File: config.mk
export PLATFORM = sky130hd
export DESIGN_NAME = gbr_ram
export DESIGN_NICKNAME = d
export VERILOG_FILES = /design/src/gbr_ram.sv
export SDC_FILE = /design/constraint.sdc
export NUM_CORES = 1
export LEC_CHECK = 0
export BUFFER_PORTS_ARGS = -buffer_cell sky130_fd_sc_hd__clkbuf_2
export CAP_MARGIN = 20
export CORE_AREA = 2 2 79 118
export DETAILED_ROUTE_END_ITERATION = 8
export DIE_AREA = 0 0 81 120
export PLACE_DENSITY = 0.77
export RECOVER_POWER = 50
export SLEW_MARGIN = 5
export SYNTH_ARGS = -nofsm -noshare
export SYNTH_HDL_FRONTEND = slang
export SYNTH_SLANG_ARGS = --single-unit
File: constraint.sdc
create_clock -name clk -period 3.5 [get_ports clk]
set_input_delay 0.7 -clock clk [delete_from_list [all_inputs] [get_ports clk]]
set_output_delay 0.7 -clock clk [all_outputs]
set_load 0.01 [all_outputs]
File: src/gbr_ram.sv
// Generic single write port, single read port RAM with registered read data.
// No dependencies.
module gbr_ram #(
  parameter int WIDTH = 8,
  parameter int DEPTH = 16
) (
  input  logic                     clk,
  input  logic                     we,
  input  logic [$clog2(DEPTH)-1:0] waddr,
  input  logic [WIDTH-1:0]         wdata,
  input  logic [$clog2(DEPTH)-1:0] raddr,
  output logic [WIDTH-1:0]         rdata
);

  logic [WIDTH-1:0] mem [DEPTH];

  always_ff @(posedge clk) begin
    if (we) begin
      mem[waddr] <= wdata;
    end
    rdata <= mem[raddr];
  end

endmodule

==> results.yml <==
critical_path:
  cp-start-kind: "input pin"
  crit_required_ns: 3.79
  crit_path_end_kind: "flop"
  r2r-end: "rdata[1]"
  worstPathMaxFanout: 18
  ff2ff_setup_slack_ns: 2.05
  arrival_ns: 2.35
  rr_worst_depth: 3
  critPathLaunch: "raddr[0]"
  r2r-start: "mem[1][1]"
  crit_type: "input pin to flop"
timing:
  worst_slew_pin_slew_ns: 0.929
  final_max_slew_viol_count: 0
  fin_skew_ns: 0.00880
  timing.final.crit_share_pct: 58.7
  min_period_ns: 2.06
  setup_tns_ns: 0
  slew_headroom_pct: 37.9
  rsz0062_at_grt: "false"
  fmax_ghz: 0.487
  setup_viol: 0
  hold_violations: 0
hold_path:
  hp-start: "mem[15][7]"
  hold_class: "flop to flop"
  holdPathEnd: "rdata[7]"
  hold_depth: 3
clocking:
  worstSkewPairLatency_ns: 0.42
  clkTransAtPathRegs_ns: 0.05
  htree_levels: 4
  ctsHoldBuffers: 0
  ctsResizeCount: 0
  cts_tree: "built"
  clock_path_buffers: 2
  numCtsBuffers: 17
  cts_setup_buffers: 0
  cts_root_buf: "clkbuf_16"
  clock-sinks: 136
placement:
  routabilityCongestion: 0.738
  dp.cells: 360
  port_buffers: 25
  dp_hpwl_um: 6260
finish:
  antenna_cells: 0
  final_layout_size_suffix_gt1_share_pct: 24.8
  final_nets: 287
  syn2layout_area_growth_pct: 15.5
  final_cell_mix: "128 x edfxtp_1, 18 x mux4_2, 17 x clkbuf_16"
  layout_commonest_cell: "edfxtp_1"
  stdcell_count: 392
routing:
  vias: 2421
  drt_iter0_drc: 273
  wire_per_inst_um: 24.8
  dr.pass1.iters: 4
  routed_wl_um: 9740
  ant_nets: 0
  drc_errors: 0
  via_per_inst: 6.18
yosys:
  seq_area_frac_synth_pct: 77.8
  syn_area_per_cell_um2: 22.5
  synthesis.nets: 247
  yosysWarnings: 0
  synthesis.area_um2: 5150
  ys_types: 19
  syn_inst: 229
  ys_ff_latch: 136
die:
  dieArea_um2: 9720
  dieWidth_um: 81
  rows: 42
  die_h_um: 120
  coreArea_um2: 8720
  start_util_pct: 59.0
  io-pin-count: 26
global_route:
  grt_first_pass_wirelength_um: 15000
  grt_start_max_net_pins: 33
  overflow: 0
  grt_usage_pct: 23.0
  grt_antenna_before_repair: 0
  grt_pass1_vias: 2595
power_and_ir_drop:
  ir_drop_uv: 491
  p_per_area_nw_per_um2: 628
  p_leak_nw: 1.98
run:
  cap_violations: 0
outcome:
  status: "finished clean"
## layer usage
metal | track usage (%) | vias to the layer above | part of all wire (%)
met5 | 0 | - | 0
met4 | 11.0 | 0 | 1.6
met3 | 7.22 | 12 | 4.8
met2 | 36.7 | 97 | 55
met1 | 28.4 | 1258 | 39
li1 | - | 1054 | -
## power breakdown
part           switching, mW  internal, mW  leakage [nW]
combinational         0.0964        0.0652         0.470
sequential            0.0111          1.82          1.22
clock                  0.638          1.10         0.285
total                  0.746          2.99          1.98
## stage by stage
stage / cell area [um^2] / hold WS, ns / power [mW] / worst slack [ns] / util (%)
2_1_floorplan: 5150 / 0.629 / 1.96 / 1.31 / -
3_3_place_gp: 5370 / 0.656 / 2.02 / 1.01 / 61.5
3_5_place_dp: 5370 / 0.671 / 2.03 / 1.01 / 61.5
4_1_cts: 5960 / 0.682 / 3.76 / 1.44 / 68.4
5_1_grt: 5940 / 0.712 / 3.84 / 1.36 / 68.1
6_report: 5940 / 0.689 / 3.74 / 1.44 / 68.1
## sequential cells by signal, indices dropped and copies added (netlist names)
signal and flops:
mem 128, rdata 8
## how the worst max path moves through the flow
stage	end	slack, ns	depth (start not counted)
after floorplan	mem[0][0]	1.31	2
after global placement	rdata[7]	1.01	5
after detailed placement	rdata[5]	1.01	5
after CTS	rdata[6]	1.44	5
after global routing	rdata[5]	1.36	5
final	rdata[6]	1.44	5
## worst max-delay path, stage by stage
cell and delay [ns]:
clkbuf_2 0.47, buf_4 0.32, mux4_2 0.51, a22oi_1 0.24
nand2_1 0.09
## logic make-up (layout without fill, tap and decap cells)
| logic type | after synthesis | after routing | synth area share (%) |
|---|---|---|---|
| buffers and inverters | 10 | 63 | 1.68 |
| AO/OA/AOI/OAI | 16 | 16 | 2.33 |
| multiplexers | 32 | 32 | 15.0 |
| flip-flops | 136 | 136 | 77.8 |
| AND/OR/NAND/NOR | 35 | 35 | 3.18 |
## Yosys cell counts (all sizes together)
| cell type | number | area, um^2 |
|---|---|---|
| and2 | 1 | 6.26 |
| or3b | 1 | 8.76 |
| nand3 | 1 | 5.00 |
| nor2b | 1 | 6.26 |
| dfxtp | 8 | 160 |
| nor3 | 4 | 20.0 |
| mux4 | 32 | 773 |
| nand3b | 2 | 15.0 |
| and2b | 1 | 7.51 |
| nor2 | 13 | 48.8 |
| buf | 7 | 56.3 |
| a22oi | 16 | 120 |
| nand2 | 9 | 33.8 |
| edfxtp | 128 | 3840 |
| clkdlybuf4s25 | 3 | 30.0 |
| nand2b | 2 | 12.5 |
## final cells by class
type,count,area [um^2]
Fill cell,574,2780
Clock inverter,11,124
Tap cell,110,138
Clock buffer,21,470
Sequential cell,136,4000
Timing Repair Buffer,31,151
Multi-Input combinational cell,83,1060
(Power assumes the default switching activity.)
